$ cat src/sv/skht_pkg.sv
// ----------------------------------------------------------------------------
// skht_pkg
// Shared types, constants and the crypt ROM builder for the string key
// hash table.
// ----------------------------------------------------------------------------
`default_nettype none

package skht_pkg;

    localparam int TABLE_DEPTH = 1024;
    localparam int ADDR_W      = $clog2(TABLE_DEPTH);
    localparam int LEN_W       = ADDR_W + 1;
    localparam int POS_W       = 10;
    localparam int HASH_W      = 32;
    localparam int NUM_LANES   = 3;
    localparam int ROM_ROWS    = 256 * NUM_LANES;

    localparam logic [HASH_W-1:0] SEED_ONE_INIT = 32'h7FED7FED;
    localparam logic [HASH_W-1:0] SEED_TWO_INIT = 32'hEEEEEEEE;
    localparam logic [HASH_W-1:0] ROM_SEED      = 32'h00100001;
    localparam logic [HASH_W-1:0] ROM_MULT      = 32'd125;
    localparam logic [HASH_W-1:0] ROM_MOD       = 32'h002AAAAB;
    localparam logic [LEN_W-1:0]  LEN_RESET     = LEN_W'(1024);

    localparam logic OP_LOOKUP = 1'b0;
    localparam logic OP_INSERT = 1'b1;

    typedef struct packed {
        logic       opcode;
        logic [7:0] key_byte;
        logic       last_byte;
    } t_in;

    typedef struct packed {
        logic             hit;
        logic [POS_W-1:0] slot_position;
    } t_out;

    typedef struct packed {
        logic              op;
        logic [ADDR_W-1:0] start;
        logic [LEN_W-1:0]  len;
        logic [HASH_W-1:0] hash_a;
        logic [HASH_W-1:0] hash_b;
    } t_probe;

    typedef logic [ROM_ROWS-1:0][HASH_W-1:0] t_rom;

    function automatic t_rom build_rom();
        t_rom        rom;
        logic [31:0] s;
        logic [31:0] hi;
        logic [31:0] lo;
        rom = '0;
        s   = ROM_SEED;
        for (int row = 0; row < 256; row++) begin
            for (int k = 0; k < 5; k++) begin
                s  = (s * ROM_MULT + 32'd3) % ROM_MOD;
                hi = {s[15:0], 16'h0000};
                s  = (s * ROM_MULT + 32'd3) % ROM_MOD;
                lo = {16'h0000, s[15:0]};
                if (k < NUM_LANES) begin
                    rom[row + k * 256] = hi | lo;
                end
            end
        end
        return rom;
    endfunction

    localparam t_rom CRYPT_ROM = build_rom();

endpackage

`default_nettype wire

$ cat src/sv/skht_mod.sv
// ----------------------------------------------------------------------------
// skht_mod
// Restoring 32-bit modulo by the table length, one bit per cycle.
// ----------------------------------------------------------------------------
`default_nettype none

module skht_mod
    import skht_pkg::*;
(
    input  wire logic              i_clk,
    input  wire logic              i_rst_n,
    input  wire logic              i_start,
    input  wire logic [HASH_W-1:0] i_dividend,
    input  wire logic [LEN_W-1:0]  i_len,
    output logic                   o_done,
    output logic      [ADDR_W-1:0] o_rem
);

    logic                      r_busy;
    logic [$clog2(HASH_W)-1:0] r_cnt;
    logic [HASH_W-1:0]         r_num;
    logic [LEN_W-1:0]          r_len;
    logic [LEN_W-1:0]          r_rem;
    logic [LEN_W:0]            w_trial;
    logic [LEN_W-1:0]          n_rem;

    assign w_trial = {r_rem, r_num[HASH_W-1]};
    assign n_rem   = (w_trial >= {1'b0, r_len}) ? LEN_W'(w_trial - {1'b0, r_len})
                                               : w_trial[LEN_W-1:0];

    always_ff @(posedge i_clk) begin
        if (!i_rst_n) begin
            r_busy <= 1'b0;
            o_done <= 1'b0;
        end else begin
            o_done <= 1'b0;
            if (i_start) begin
                r_busy <= 1'b1;
                r_cnt  <= '1;
                r_num  <= i_dividend;
                r_len  <= i_len;
                r_rem  <= '0;
            end else if (r_busy) begin
                r_rem <= n_rem;
                r_num <= {r_num[HASH_W-2:0], 1'b0};
                r_cnt <= r_cnt - 1'b1;
                if (r_cnt == '0) begin
                    r_busy <= 1'b0;
                    o_done <= 1'b1;
                end
            end
        end
    end

    assign o_rem = r_rem[ADDR_W-1:0];

endmodule

`default_nettype wire

$ cat config.mk
export PLATFORM = sky130hd
export DESIGN_NAME = skht_mod
export DESIGN_NICKNAME = d
export VERILOG_FILES = /design/src/sv/skht_pkg.sv /design/src/sv/skht_mod.sv
export SDC_FILE = /design/constraint.sdc
export NUM_CORES = 1
export LEC_CHECK = 0
export BUFFER_PORTS_ARGS = -buffer_cell sky130_fd_sc_hd__buf_4
export CORE_AREA = 2 2 88 90
export DETAILED_ROUTE_END_ITERATION = 8
export DIE_AREA = 0 0 90 92
export GPL_TIMING_DRIVEN = 0
export PLACE_DENSITY_LB_ADDON = 0.05
export REMOVE_ABC_BUFFERS = 1
export SETUP_SLACK_MARGIN = 0.4
export SYNTH_ARGS = -nofsm -noshare
export SYNTH_HDL_FRONTEND = slang
export SYNTH_SLANG_ARGS = --single-unit
$ cat constraint.sdc
create_clock -name i_clk -period 5.9 [get_ports i_clk]
set_input_delay 0.295 -clock i_clk [delete_from_list [all_inputs] [get_ports i_clk]]
set_output_delay 0.295 -clock i_clk [all_outputs]
set_load 0.02 [all_outputs]
==> metrics.md <==
| Metric | Value |
|---|---|
| Final #Nets | 345 |
| Post-CTS Hold Buffers | 0 |
| CTS Buffer Depth | 2 |
| Starting Density | 0.4309 |
| Cell area after synthesis | 3209 um^2 |
| First-pass GRT wire length | just over 9 mm |
| Slew margin rel. | 0.4605 |
| Total die area | between 8000 and 9000 um^2 |
| Post-synth EDFFs | just under 60 |
| Top_reg_cell synth | edfxtp_1 |
| CTS tree | done |
| Row Count | 32 |
| Gpl congestion | around 0.8 |
| DRT iter0 DRCs | 85 |
| Fmax | between 300 and 400 MHz |
| Critical Path Start Type | register |
| Finished Layout Cells | 391 |
| Clk pin slew, worst setup/hold paths | around 0.07 ns |
| Crit end category | register |
| Clock buffer count from CTS | 9 |
| Total wire length | roughly 5.5 mm |
| Multi-input logic area | approximately 1200 um^2 |
| Vias in the first global route | about 1,900 |
| Worst Path Max Fanout | 14 |
| Area of the core | roughly 7400 um^2 |
| Syn avg cell area | 13.72 um^2 |
| Slew @ Worst Pin | about 0.8 ns |
| Area delta synth->final | 20.86% |
| GRT Total Usage | 0.1463 |
| Critical path's largest stage delay | about 0.71 ns |
| CTS sink cnt | 61 |
| Yosys cell types | 44 |
| Synthesis-stage register bit count | 61 |
| Max VDD drop | about 120 uV |
| Clock root buffer | clkbuf_8 |
| Die H | between 90 and 100 um |
| ANT nets after route | 0 |
| Slew Viols, Final | 0 |
| Register-to-Register Setup Slack | 3.35 ns |
| ANT cells | 0 |
| Reg area | between 1500 and 2000 um^2 |
| Warnings from Yosys | 0 |
| Fraction of layout cells with a size suffix above 1 | 0.3841 |
| CP Cell Sequence | inv_1, ha_1, fa_1, nand2b_2, o2bb2ai_2, a21oi_4, o31ai_4, mux2i_1, nor2_1 |
| Setup repair after global routing missed its margin | false |
| Critical setup path kind | reg -> reg |
| Status | finished, final reports clean |
| Residual DRC | 0 |
| PD cells | approximately 310 nW/um^2 |
| Fin area | a little under 4000 um^2 |
| Period utilization | 0.4323 |
| Congestion Overflow GR | 0 |
| Average wire per standard cell | about 14 um |
| H-tree depth | 3 |
| Crit path DAT | 2.62 ns |
| Via count | just under 2,000 |
| Setup TNS | 0 ns |
| WP data required | approximately 6.0 ns |
| Gate Count Post-Synth | approximately 230 |
| Fin crit period | about 2.6 ns |
| Worst Hold Class | in -> reg |
| Placed insts | about 380 |
| Worst Skew | around 0.0076 ns |
| Register area share after synthesis | 0.5645 |
| CP max stage cell | o31ai_4 |
| Chip width | 90 um |
| IO Pins | 57 |
| Worst-skew pair later-pin latency | between 0.3 and 0.4 ns |
| Postcts setup bufs | 0 |
| Most common cell after layout, fill and taps aside | edfxtp_1 |
| Final setup violation count | 0 |
| Port Buffer Count | 56 |
| Via-to-Cell Ratio | a little under 5 |
| FFs w/ async S/R, synth | 0 |
| Fin. Hold Viols | 0 |
| Initial antenna violation count | 0 |
| Max-Cap Viols | 0 |
| HPWL after DPL | around 3.7 mm |
| First-pass DRT Iterations | 4 |
| Pin count of the biggest net entering global routing | 53 |
| DP Area | ~3700 um^2 |
| Static leakage | roughly 1.5 nW |
| Fillcell total | 707 |
| Post-CTS sizing | 0 |
| Most frequent cells in the layout | edfxtp_1 (59), buf_4 (56), mux2_2 (31) |
## synth_stat cells, types with 3 or more instances
cell type  count  share of area
nor2b_1        3         0.0058
mux2i_1        8          0.025
a21oi_1        6         0.0094
ha_1          13          0.051
clkbuf_1       4         0.0047
nor3_1         4         0.0062
xor2_1         3         0.0082
buf_4         10          0.023
inv_1         14          0.016
mux2_2        31           0.11
o21ai_0        4         0.0062
nand2b_1       6          0.012
nor2_1        12          0.014
nand2_1        7         0.0082
nand3b_1       3         0.0070
xnor2_1        8          0.022
edfxtp_1      59           0.55
a31oi_1        3         0.0058
o21a_1         4         0.0094
## report_power, final
group	internal [mW]	leakage (nW)	switching (mW)
clock network	0.274	0.114	0.161
logic	0.118	0.840	0.124
registers	0.517	0.575	0.0135
total	0.910	1.53	0.298
## state kept, by name, summed over array words and instances, names as in the netlist
name,count
r_busy,1
r_cnt,5
r_num,32
r_rem,11
o_done,1
r_len,11
## final cells by class
| type | instances | area share |
|---|---|---|
| flip-flops and latches | 61 | 0.4671 |
| multi-input cells | 142 | 0.3145 |
| repair buffers | 57 | 0.1135 |
| well taps | 102 | 0.03290 |
| clock buffers | 9 | 0.03194 |
| clock inverters | 6 | 0.02645 |
| inverters | 14 | 0.01355 |
## stage by stage
stage	setup WS, ns	hold WS [ns]	util	power (mW)
after floorplan	3.529	0.3716	-	0.7085
final	3.349	0.1232	0.5208	1.208
after global routing	3.137	0.1032	0.5208	1.271
after global placement	2.781	0.4291	0.4876	0.7822
after detailed placement	3.321	0.4380	0.4904	0.7842
after CTS	3.307	0.1078	0.5208	1.225
## critical path, delay by kind of cell, from the launching register on
family | cells | cell delay, ns
compound gates | 3 | 0.97
fa+ha+maj | 2 | 0.41
flops | 1 | 0.36
mux | 1 | 0.26
simple gates | 2 | 0.20
buf+inv | 1 | 0.08
## layer usage
layer	wire (um)	GRT usage	vias up
li1	-	-	960
met1	2498	0.1821	919
met2	2639	0.2281	40
met3	256	0.04273	11
met4	141	0.08462	0
met5	0	0	-
## cells by family (layout without fill, tap and decap cells)
family | Yosys count | count (layout) | share of synthesized area
AO/OA/AOI/OAI | 33 | 33 | 0.08421
buffers and inverters | 31 | 86 | 0.05575
multiplexers | 39 | 39 | 0.1337
XOR/XNOR | 11 | 11 | 0.03002
adder cells (fa/ha/maj) | 14 | 14 | 0.05692
flip-flops | 61 | 61 | 0.5645
AND/OR/NAND/NOR | 45 | 45 | 0.07486
## final timing paths
kind	to	depth (start not counted)	startpoint
worst max register to register	r_rem[8]	9	r_num[31]
worst min register to register	o_done	2	r_busy
worst max-delay path	r_rem[8]	9	r_num[31]
worst min-delay path	r_len[2]	1	i_len[2]
(Power assumes the default switching activity.)
